### config.mk
export PLATFORM = sky130hd
export DESIGN_NAME = blob_obstacle_avoid_steering_core
export DESIGN_NICKNAME = d
export VERILOG_FILES = /design/src/rtl/boas_pkg.sv /design/src/rtl/blob_obstacle_avoid_steering_core.sv /design/src/rtl/boas_regs.sv
export SDC_FILE = /design/constraint.sdc
export NUM_CORES = 2
export LEC_CHECK = 0
export CAP_MARGIN = 20
export CELL_PAD_IN_SITES_DETAIL_PLACEMENT = 0
export CELL_PAD_IN_SITES_GLOBAL_PLACEMENT = 1
export CORE_UTILIZATION = 35
export DETAILED_ROUTE_END_ITERATION = 10
export DONT_BUFFER_PORTS = 1
export GPL_TIMING_DRIVEN = 0
export PLACE_DENSITY = 0.61
export SKIP_CTS_REPAIR_TIMING = 1
export SYNTH_ARGS = -nofsm -noshare
export SYNTH_HDL_FRONTEND = slang
export SYNTH_HIERARCHICAL = 1
export SYNTH_SLANG_ARGS = --single-unit
### constraint.sdc
create_clock -name clock -period 12.3 [get_ports clock]
set_input_delay 2.46 -clock clock [delete_from_list [all_inputs] [get_ports clock]]
set_output_delay 2.46 -clock clock [all_outputs]
set_load 0.05 [all_outputs]
### src/rtl/boas_pkg.sv
// ----------------------------------------------------------------------------
// boas_pkg
// Shared types and constants for the blob obstacle avoidance steering core.
// ----------------------------------------------------------------------------
package boas_pkg;

   // default camera frame
   localparam int unsigned IMAGE_WIDTH_DEF  = 320;
   localparam int unsigned IMAGE_HEIGHT_DEF = 240;

   // field widths
   localparam int unsigned PIX_W      = 10;
   localparam int unsigned THR_W      = 17;
   localparam int unsigned SPEED_W    = 12;
   localparam int unsigned GAIN_W     = 20;
   localparam int unsigned DECAY_W    = 16;
   localparam int unsigned STRENGTH_W = 25;
   localparam int unsigned YAW_W      = 16;
   localparam int unsigned Q8_SHIFT   = 8;
   localparam int unsigned Q16_SHIFT  = 16;

   // register port
   localparam int unsigned ADDR_W = 5;
   localparam int unsigned DATA_W = 32;

   // register reset values
   localparam logic [THR_W-1:0]   THR_RST   = THR_W'(384);
   localparam logic [SPEED_W-1:0] CRUISE_RST = SPEED_W'(600);
   localparam logic [SPEED_W-1:0] EVADE_RST = SPEED_W'(200);
   localparam logic [GAIN_W-1:0]  GAIN_RST  = GAIN_W'(13107);
   localparam logic [DECAY_W-1:0] DECAY_RST = DECAY_W'(58982);

   localparam logic [STRENGTH_W-1:0] STRENGTH_MAX = '1;

   typedef enum logic [2:0] {
      REG_ENTER_THRESHOLD = 3'd0,
      REG_CRUISE_SPEED    = 3'd1,
      REG_EVADE_SPEED     = 3'd2,
      REG_STEER_GAIN      = 3'd3,
      REG_DECAY_FACTOR    = 3'd4
   } reg_index_type;

   typedef enum logic [1:0] {
      MODE_FORWARD = 2'b01,
      MODE_AVOID   = 2'b10
   } mode_type;

   localparam logic ACTION_DETECT = 1'b0;
   localparam logic ACTION_TICK   = 1'b1;

   localparam logic STEER_HOLD = 1'b0;
   localparam logic STEER_YAW  = 1'b1;

   typedef struct packed {
      logic [THR_W-1:0]   enter_threshold_area;
      logic [SPEED_W-1:0] cruise_speed_mm_s;
      logic [SPEED_W-1:0] evade_speed_mm_s;
      logic [GAIN_W-1:0]  steer_gain_per_pixel;
      logic [DECAY_W-1:0] decay_factor_q16;
   } cfg_type;

endpackage

### src/rtl/blob_obstacle_avoid_steering_core.sv
// ----------------------------------------------------------------------------
// blob_obstacle_avoid_steering_core
// Blob-area obstacle detector and forward/avoid steering state machine.
// ----------------------------------------------------------------------------
// Takes one detection or tick beat per cycle while req_stall is low, with no
// bubbles: each item is captured in an input register and resolved against
// the strength, kept-x and mode state, and any result passes from there into
// the result register that drives rsp (one multiply per path: blob
// area, steering gain times offset, strength decay). Only guided ticks make a
// result, and not the tick that switches into avoidance. rsp is a registered
// output; while a result is stalled the input register still takes one more
// beat, and req_stall then stays high until the waiting result is taken.
module blob_obstacle_avoid_steering_core #(
   parameter int unsigned IMAGE_WIDTH  = boas_pkg::IMAGE_WIDTH_DEF,
   parameter int unsigned IMAGE_HEIGHT = boas_pkg::IMAGE_HEIGHT_DEF
) (
   input  logic                                    clock,
   input  logic                                    reset,

   input  logic                                    req_valid,
   output logic                                    req_stall,
   input  logic                                    req_action,
   input  logic [boas_pkg::PIX_W-1:0]              req_blob_x,
   input  logic [boas_pkg::PIX_W-1:0]              req_blob_width,
   input  logic [boas_pkg::PIX_W-1:0]              req_blob_height,
   input  logic                                    req_guided_mode,

   output logic                                    rsp_valid,
   input  logic                                    rsp_stall,
   output logic                                    rsp_steer_mode,
   output logic [boas_pkg::SPEED_W-1:0]            rsp_speed_mm_s,
   output logic signed [boas_pkg::YAW_W-1:0]       rsp_yaw_rate_q12,
   output logic                                    rsp_avoiding,

   input  logic                                    psel,
   input  logic                                    penable,
   input  logic                                    pwrite,
   input  logic [boas_pkg::ADDR_W-1:0]             paddr,
   input  logic [boas_pkg::DATA_W-1:0]             pwdata,
   output logic [boas_pkg::DATA_W-1:0]             prdata,
   output logic                                    pready
);

   localparam int unsigned PIX_W      = boas_pkg::PIX_W;
   localparam int unsigned STRENGTH_W = boas_pkg::STRENGTH_W;
   localparam int unsigned FRAME_AREA = IMAGE_WIDTH * IMAGE_HEIGHT;
   localparam int unsigned AREA_W     = $clog2(FRAME_AREA + 1);
   localparam int unsigned PROD_A_W   = 2 * PIX_W;
   localparam int unsigned CMP_W      = (AREA_W > PROD_A_W) ? AREA_W : PROD_A_W;
   localparam int unsigned AQ8_W      = AREA_W + boas_pkg::Q8_SHIFT;
   localparam int unsigned SAT_W      = (AQ8_W > STRENGTH_W) ? AQ8_W : STRENGTH_W;
   localparam int unsigned OFF_W      = PIX_W + 2;
   localparam int unsigned PROD_W     = boas_pkg::GAIN_W + 1 + OFF_W;
   localparam int unsigned DEC_W      = STRENGTH_W + boas_pkg::DECAY_W;

   localparam logic [PIX_W-1:0]         HALF_WIDTH = PIX_W'(IMAGE_WIDTH / 2);
   localparam logic [CMP_W-1:0]         FRAME_CMP  = CMP_W'(FRAME_AREA);
   localparam logic [AREA_W-1:0]        FRAME_CAP  = AREA_W'(FRAME_AREA);
   localparam logic signed [PROD_W-1:0] YAW_HI = PROD_W'(2 ** (boas_pkg::YAW_W - 1) - 1);
   localparam logic signed [PROD_W-1:0] YAW_LO = -YAW_HI - PROD_W'(1);
   localparam logic signed [PROD_W-1:0] ROUND_HALF = PROD_W'(2 ** (boas_pkg::Q8_SHIFT - 1));

   boas_pkg::cfg_type cfg;

   boas_regs u_regs (
      .clock   (clock),
      .reset   (reset),
      .psel    (psel),
      .penable (penable),
      .pwrite  (pwrite),
      .paddr   (paddr),
      .pwdata  (pwdata),
      .prdata  (prdata),
      .pready  (pready),
      .cfg     (cfg)
   );

   // input register
   logic             in_valid_ff,  in_valid_in;
   logic             in_action_ff;
   logic [PIX_W-1:0] in_x_ff;
   logic [PIX_W-1:0] in_w_ff;
   logic [PIX_W-1:0] in_h_ff;
   logic             in_guided_ff;

   // block state
   boas_pkg::mode_type     mode_ff,     mode_in;
   logic [STRENGTH_W-1:0]  strength_ff, strength_in;
   logic [PIX_W-1:0]       kept_x_ff,   kept_x_in;

   // result register
   logic                               rsp_valid_ff, rsp_valid_in;
   logic                               rsp_mode_ff,  rsp_mode_in;
   logic [boas_pkg::SPEED_W-1:0]       rsp_speed_ff, rsp_speed_in;
   logic signed [boas_pkg::YAW_W-1:0]  rsp_yaw_ff,   rsp_yaw_in;
   logic                               rsp_avoid_ff, rsp_avoid_in;

   logic                   out_free;
   logic                   fire;
   logic                   emit;
   logic                   take_req;
   logic                   mode_is_avoid;

   logic [PROD_A_W-1:0]    area_prod;
   logic [AREA_W-1:0]      area_capped;
   logic [SAT_W-1:0]       aq8;
   logic [STRENGTH_W-1:0]  aq8_sat;
   logic                   detect_hit;

   logic [STRENGTH_W-1:0]  thr_q8;
   logic [STRENGTH_W-1:0]  thr_half;
   logic                   enter_avoid;
   logic                   leave_avoid;

   logic signed [OFF_W-1:0]           neg_off;
   logic signed [PROD_W-1:0]          yaw_prod;
   logic signed [PROD_W-1:0]          yaw_shift;
   logic signed [boas_pkg::YAW_W-1:0] yaw_sat;

   logic [DEC_W-1:0]       decay_prod;
   logic [STRENGTH_W-1:0]  decayed;

   assign out_free      = !rsp_valid_ff || !rsp_stall;
   assign fire          = in_valid_ff && out_free;
   assign req_stall     = in_valid_ff && !out_free;
   assign take_req      = req_valid && !req_stall;
   assign mode_is_avoid = (mode_ff == boas_pkg::MODE_AVOID);

   // detection path: capped area in q8, saturated to the strength width
   always_comb begin
      area_prod = in_w_ff * in_h_ff;
      if (CMP_W'(area_prod) > FRAME_CMP) begin
         area_capped = FRAME_CAP;
      end else begin
         area_capped = AREA_W'(area_prod);
      end
      aq8 = SAT_W'({area_capped, boas_pkg::Q8_SHIFT'(0)});
      if (aq8 > SAT_W'(boas_pkg::STRENGTH_MAX)) begin
         aq8_sat = boas_pkg::STRENGTH_MAX;
      end else begin
         aq8_sat = aq8[STRENGTH_W-1:0];
      end
      detect_hit = (in_w_ff != '0) && (in_h_ff != '0) && (aq8_sat > strength_ff);
   end

   assign thr_q8      = {cfg.enter_threshold_area, 8'd0};
   assign thr_half    = {1'b0, cfg.enter_threshold_area, 7'd0};
   assign enter_avoid = strength_ff > thr_q8;
   assign leave_avoid = strength_ff < thr_half;

   // yaw = gain * (centre - x), q20 to q12 rounding half up, then saturate
   always_comb begin
      neg_off   = $signed({2'b00, HALF_WIDTH}) - $signed({2'b00, kept_x_ff});
      yaw_prod  = $signed({1'b0, cfg.steer_gain_per_pixel}) * neg_off;
      yaw_shift = (yaw_prod + ROUND_HALF) >>> boas_pkg::Q8_SHIFT;
      if (yaw_shift > YAW_HI) begin
         yaw_sat = YAW_HI[boas_pkg::YAW_W-1:0];
      end else if (yaw_shift < YAW_LO) begin
         yaw_sat = YAW_LO[boas_pkg::YAW_W-1:0];
      end else begin
         yaw_sat = yaw_shift[boas_pkg::YAW_W-1:0];
      end
   end

   assign decay_prod = strength_ff * cfg.decay_factor_q16;
   assign decayed    = decay_prod[DEC_W-1:boas_pkg::Q16_SHIFT];

   always_comb begin
      mode_in      = mode_ff;
      strength_in  = strength_ff;
      kept_x_in    = kept_x_ff;
      emit         = 1'b0;
      rsp_mode_in  = boas_pkg::STEER_HOLD;
      rsp_speed_in = cfg.cruise_speed_mm_s;
      rsp_yaw_in   = '0;
      rsp_avoid_in = 1'b0;
      if (fire) begin
         if (in_action_ff == boas_pkg::ACTION_DETECT) begin
            if (detect_hit) begin
               strength_in = aq8_sat;
               kept_x_in   = in_x_ff;
            end
         end else if (in_guided_ff) begin
            unique case (mode_ff)
               boas_pkg::MODE_FORWARD: begin
                  if (enter_avoid) begin
                     // switch tick: no command and no decay
                     mode_in = boas_pkg::MODE_AVOID;
                  end else begin
                     emit        = 1'b1;
                     strength_in = decayed;
                  end
               end
               boas_pkg::MODE_AVOID: begin
                  emit         = 1'b1;
                  strength_in  = decayed;
                  rsp_mode_in  = boas_pkg::STEER_YAW;
                  rsp_speed_in = cfg.evade_speed_mm_s;
                  rsp_yaw_in   = yaw_sat;
                  rsp_avoid_in = !leave_avoid;
                  if (leave_avoid) begin
                     mode_in = boas_pkg::MODE_FORWARD;
                  end
               end
               default: begin
                  mode_in = boas_pkg::MODE_FORWARD;
               end
            endcase
         end
      end
   end

   always_comb begin
      rsp_valid_in = rsp_valid_ff;
      if (out_free) begin
         rsp_valid_in = fire && emit;
      end
      in_valid_in = in_valid_ff;
      if (!req_stall) begin
         in_valid_in = req_valid;
      end
   end

   always_ff @(posedge clock) begin
      if (reset) begin
         in_valid_ff  <= 1'b0;
         rsp_valid_ff <= 1'b0;
         mode_ff      <= boas_pkg::MODE_FORWARD;
         strength_ff  <= '0;
         kept_x_ff    <= HALF_WIDTH;
      end else begin
         in_valid_ff  <= in_valid_in;
         rsp_valid_ff <= rsp_valid_in;
         mode_ff      <= mode_in;
         strength_ff  <= strength_in;
         kept_x_ff    <= kept_x_in;
      end
   end

   always_ff @(posedge clock) begin
      if (take_req) begin
         in_action_ff <= req_action;
         in_x_ff      <= req_blob_x;
         in_w_ff      <= req_blob_width;
         in_h_ff      <= req_blob_height;
         in_guided_ff <= req_guided_mode;
      end
      if (fire && emit) begin
         rsp_mode_ff  <= rsp_mode_in;
         rsp_speed_ff <= rsp_speed_in;
         rsp_yaw_ff   <= rsp_yaw_in;
         rsp_avoid_ff <= rsp_avoid_in;
      end
   end

   assign rsp_valid        = rsp_valid_ff;
   assign rsp_steer_mode   = rsp_mode_ff;
   assign rsp_speed_mm_s   = rsp_speed_ff;
   assign rsp_yaw_rate_q12 = rsp_yaw_ff;
   assign rsp_avoiding     = rsp_avoid_ff;

   // still avoiding after a step only happens on a yaw command
   a_avoid_implies_yaw: assert property (@(posedge clock) disable iff (reset)
      rsp_valid && rsp_avoiding |-> rsp_steer_mode == boas_pkg::STEER_YAW)
      else $error("avoiding result without yaw command");

   // heading hold carries no yaw
   a_hold_zero_yaw: assert property (@(posedge clock) disable iff (reset)
      rsp_valid && rsp_steer_mode == boas_pkg::STEER_HOLD |-> rsp_yaw_rate_q12 == '0)
      else $error("heading hold with nonzero yaw");

   // the tick that enters avoidance does not decay the strength
   a_enter_no_decay: assert property (@(posedge clock) disable iff (reset)
      $rose(mode_is_avoid) |-> $stable(strength_ff))
      else $error("strength changed on avoid entry");

   // a result is only launched from a guided tick
   a_result_from_tick: assert property (@(posedge clock) disable iff (reset)
      fire && emit |-> in_action_ff == boas_pkg::ACTION_TICK && in_guided_ff)
      else $error("result launched from a non-tick item");

endmodule

### src/rtl/boas_regs.sv
// ----------------------------------------------------------------------------
// boas_regs
// Configuration register file behind a simple APB-style slave port.
// ----------------------------------------------------------------------------
module boas_regs (
   input  logic                             clock,
   input  logic                             reset,
   input  logic                             psel,
   input  logic                             penable,
   input  logic                             pwrite,
   input  logic [boas_pkg::ADDR_W-1:0]      paddr,
   input  logic [boas_pkg::DATA_W-1:0]      pwdata,
   output logic [boas_pkg::DATA_W-1:0]      prdata,
   output logic                             pready,
   output boas_pkg::cfg_type                cfg
);

   boas_pkg::cfg_type       cfg_ff;
   boas_pkg::cfg_type       cfg_in;
   boas_pkg::reg_index_type reg_index;
   logic                    wr_en;

   assign reg_index = boas_pkg::reg_index_type'(paddr[boas_pkg::ADDR_W-1:2]);
   assign wr_en     = psel && penable && pwrite;
   assign pready    = 1'b1;
   assign cfg       = cfg_ff;

   always_comb begin
      cfg_in = cfg_ff;
      if (wr_en) begin
         unique case (reg_index)
            boas_pkg::REG_ENTER_THRESHOLD: begin
               cfg_in.enter_threshold_area = pwdata[boas_pkg::THR_W-1:0];
            end
            boas_pkg::REG_CRUISE_SPEED: begin
               cfg_in.cruise_speed_mm_s = pwdata[boas_pkg::SPEED_W-1:0];
            end
            boas_pkg::REG_EVADE_SPEED: begin
               cfg_in.evade_speed_mm_s = pwdata[boas_pkg::SPEED_W-1:0];
            end
            boas_pkg::REG_STEER_GAIN: begin
               cfg_in.steer_gain_per_pixel = pwdata[boas_pkg::GAIN_W-1:0];
            end
            boas_pkg::REG_DECAY_FACTOR: begin
               cfg_in.decay_factor_q16 = pwdata[boas_pkg::DECAY_W-1:0];
            end
            default: begin
               cfg_in = cfg_ff;
            end
         endcase
      end
   end

   always_comb begin
      unique case (reg_index)
         boas_pkg::REG_ENTER_THRESHOLD: begin
            prdata = boas_pkg::DATA_W'(cfg_ff.enter_threshold_area);
         end
         boas_pkg::REG_CRUISE_SPEED: begin
            prdata = boas_pkg::DATA_W'(cfg_ff.cruise_speed_mm_s);
         end
         boas_pkg::REG_EVADE_SPEED: begin
            prdata = boas_pkg::DATA_W'(cfg_ff.evade_speed_mm_s);
         end
         boas_pkg::REG_STEER_GAIN: begin
            prdata = boas_pkg::DATA_W'(cfg_ff.steer_gain_per_pixel);
         end
         boas_pkg::REG_DECAY_FACTOR: begin
            prdata = boas_pkg::DATA_W'(cfg_ff.decay_factor_q16);
         end
         default: begin
            prdata = '0;
         end
      endcase
   end

   always_ff @(posedge clock) begin
      if (reset) begin
         cfg_ff.enter_threshold_area <= boas_pkg::THR_RST;
         cfg_ff.cruise_speed_mm_s    <= boas_pkg::CRUISE_RST;
         cfg_ff.evade_speed_mm_s     <= boas_pkg::EVADE_RST;
         cfg_ff.steer_gain_per_pixel <= boas_pkg::GAIN_RST;
         cfg_ff.decay_factor_q16     <= boas_pkg::DECAY_RST;
      end else begin
         cfg_ff <= cfg_in;
      end
   end

endmodule
==> flow_summary.json <==
{
  "grt_setup_unrepaired": "false",
  "drive_gt1_frac": 0.0351,
  "yosysMostFrequentCell": "sky130_fd_sc_hd__inv_1",
  "floorplan.rows": 111,
  "final_min_period_over_clock_period": 0.766,
  "fmaxAchievable_mhz": 106,
  "synth-async-reset-ratio": 0,
  "cp_slowest_stage_delay_ns": 0.57,
  "synth-main-ff-cell": "sky130_fd_sc_hd__dfxtp_1",
  "timing.max_cap.violations": 0,
  "drt_first_iter_violations": 1688,
  "finalSetupViolCount": 0,
  "finalMaxSlewViolations": 0,
  "grt_max_degree": 33,
  "die_area_sq_um": 94200,
  "holdPathStages": 2,
  "yosys-top-cells-area": "sky130_fd_sc_hd__fa_1, sky130_fd_sc_hd__ha_1, sky130_fd_sc_hd__dfxtp_1",
  "synthesis.area_per_instance_sq_um": 8.89,
  "startpoint_class_of_the_critical_path": "register",
  "cts_max_level": 4,
  "yosys_warnings": 6,
  "synth_seq_cells": 178,
  "yosys.area.top_type": "sky130_fd_sc_hd__fa_1",
  "worst-path-max-fanout": 10,
  "layout.area.seq_sq_um": 4180,
  "grtUsageTotal": 0.221,
  "outcome": "finished clean",
  "numPortBuffers": 0,
  "hpwlAfterDp_mm": 84.2,
  "vias": 25200,
  "crit_path_end_kind": "register",
  "synth_enable_flop_cells": 62,
  "layout_min_cycle_time_ns": 9.42,
  "overflow": 0,
  "num_ports": 141,
  "synth-seq-area-share": 0.129,
  "hold_viol_final": 0,
  "timing.max_slew.rel_slack": 0.284,
  "final_net_count": 4617,
  "grt_pass1_vias": 25999,
  "setup.worst_path.class": "register to register",
  "postRouteWirelength_mm": 102,
  "fin_setup_tns_ns": 0,
  "grt_first_pass_wirelength_mm": 158,
  "timing.hold.worst.class": "register to register",
  "ratio_of_routed_vias_to_standard_cells": 5.09,
  "worst_path_max_delay_cell": "sky130_fd_sc_hd__o41ai_1",
  "synth_common_cells": "sky130_fd_sc_hd__inv_1, sky130_fd_sc_hd__fa_1, sky130_fd_sc_hd__nand2_1, sky130_fd_sc_hd__ha_1, sky130_fd_sc_hd__and2_1",
  "arrival_ns": 9.78,
  "yosysTopAreaCellShare": 0.334,
  "die_height_um": 307,
  "multiInputGateArea_sq_um": 25200,
  "tritoncts": "done",
  "synthesis.instances": 3658,
  "timing_worst_slew_pin_value_ns": 1.09,
  "clock_tree.root_cell": "sky130_fd_sc_hd__clkbuf_16",
  "number_of_antenna_violations_at_the_first_check_in_global_routing": 1,
  "netlist-cell-type-count": 89,
  "gpl.final_weighted_congestion": 0.870,
  "source_to_sink_clock_delay_at_the_later_pin_of_the_worst_skew_pair_ns": 0.51,
  "die_w_um": 307,
  "core_area_sq_um": 91800,
  "final.fill_count": 9472,
  "r2r.worst_path.cells": 31,
  "drtAntennaViolNets": 0,
  "worst-endpoint-required_ns": 12.66,
  "tritoncts.num_buffers": 17,
  "cts.path.max_buffers": 2,
  "drc": 0,
  "syn_to_final_growth_pct": 7.03,
  "path_clk_slew_ns": 0.09,
  "floorplan.initialDensity": 0.354,
  "post_synth_instance_area_sq_um": 32500,
  "drt_first_pass_iters": 5,
  "finClkSkew_ns": 0.0230,
  "wl_per_cell_um": 20.5,
  "cts_sinks": 178
}
## final timing paths
check / start / to / slack, ns
setup / recovery: in_w_ff[6] / strength_ff[24] / 2.88
setup reg to reg: in_w_ff[6] / strength_ff[24] / 2.88
hold reg to reg: in_x_ff[5] / kept_x_ff[5] / 0.47
hold / removal: in_x_ff[5] / kept_x_ff[5] / 0.47
## logic make-up (layout without fill, tap and decap cells)
logic type | count (synthesis) | in the layout | share of synthesized area
AND/OR/NAND/NOR | 1202 | 1202 | 0.182
adder cells (fa/ha/maj) | 848 | 848 | 0.451
buffers and inverters | 820 | 857 | 0.0984
AO/OA/AOI/OAI | 455 | 455 | 0.0938
flip-flops | 178 | 178 | 0.129
multiplexers | 94 | 94 | 0.0290
XOR/XNOR | 59 | 59 | 0.0163
other | 2 | 14 | 0.000231
## metal layers
metal	vias to the layer above	GRT usage	part of all wire
met4	0	0.0393	0.014
li1	11699	-	-
met1	12961	0.308	0.47
met5	-	0	0
met2	488	0.373	0.48
met3	52	0.0216	0.037
## critical path, delay by kind of cell (launching register included)
family,cells,cell delay (ns)
buffers and inverters,8,1.55
adders and majority gates,7,3.20
and+or+nand+nor,5,1.15
AOI/OAI and AO/OA,10,2.86
xor gates and xnor gates,1,0.15
DFF,1,0.36
## through the flow
| stage | worst slack, ns | cell area (sq um) | hold WS (ns) | cells | util |
|---|---|---|---|---|---|
| after floorplan | 4.54 | 32600 | 0.434 | 3669 | - |
| after global placement | 2.77 | 34100 | 0.447 | 4912 | 0.372 |
| after detailed placement | 2.86 | 34200 | 0.453 | 4917 | 0.372 |
| after CTS | 2.82 | 34800 | 0.474 | 4949 | 0.379 |
| after global routing | 2.07 | 34800 | 0.493 | 4949 | 0.379 |
| final | 2.88 | 34800 | 0.468 | 4950 | 0.379 |
## layout make-up
| cell class | instances | area share |
|---|---|---|
| Buffer | 227 | 0.0280 |
| Clock inverter | 15 | 0.00575 |
| Antenna cell | 1 | 0.0000719 |
| Clock buffer | 17 | 0.0122 |
| Sequential cell | 178 | 0.120 |
| Multi-Input combinational cell | 2671 | 0.724 |
| Inverter | 593 | 0.0639 |
| Tap cell | 1243 | 0.0447 |
| Timing Repair Buffer | 5 | 0.00144 |
## registers in the layout, indices dropped and copies added (netlist names), 2 cells and up
signal / flops
u_regs/cfg: 77
strength_ff: 25
rsp_yaw_rate_q12: 16
rsp_speed_mm_s: 12
in_h_ff: 10
in_w_ff: 10
in_x_ff: 10
kept_x_ff: 10
mode_ff: 2
## layout by cell type, fill, tap and decap left out, drive strengths merged, types with 9 or more instances in the layout
| cell | instances |
|---|---|
| clkbuf | 201 |
| o21a | 9 |
| xor2 | 26 |
| nand2 | 521 |
| a211oi | 27 |
| and2 | 262 |
| o22ai | 14 |
| o211ai | 17 |
| and3 | 20 |
| fa | 542 |
| ha | 306 |
| or2 | 18 |
| nand3 | 46 |
| a21oi | 120 |
| a22oi | 11 |
| a2111oi | 9 |
| inv | 600 |
| or3 | 12 |
| a21o | 45 |
| nand4 | 29 |
| a31oi | 13 |
| nor2 | 128 |
| mux2i | 93 |
| o21ai | 100 |
| a221oi | 11 |
| nor2b | 46 |
| conb | 13 |
| nor3 | 21 |
| edfxtp | 62 |
| dfxtp | 116 |
| nand2b | 56 |
| buf | 48 |
| nor4 | 9 |
| xnor2 | 32 |
Power is not shown: default switching activity piles up to over one toggle a cycle in this logic, so the estimate is an artifact.
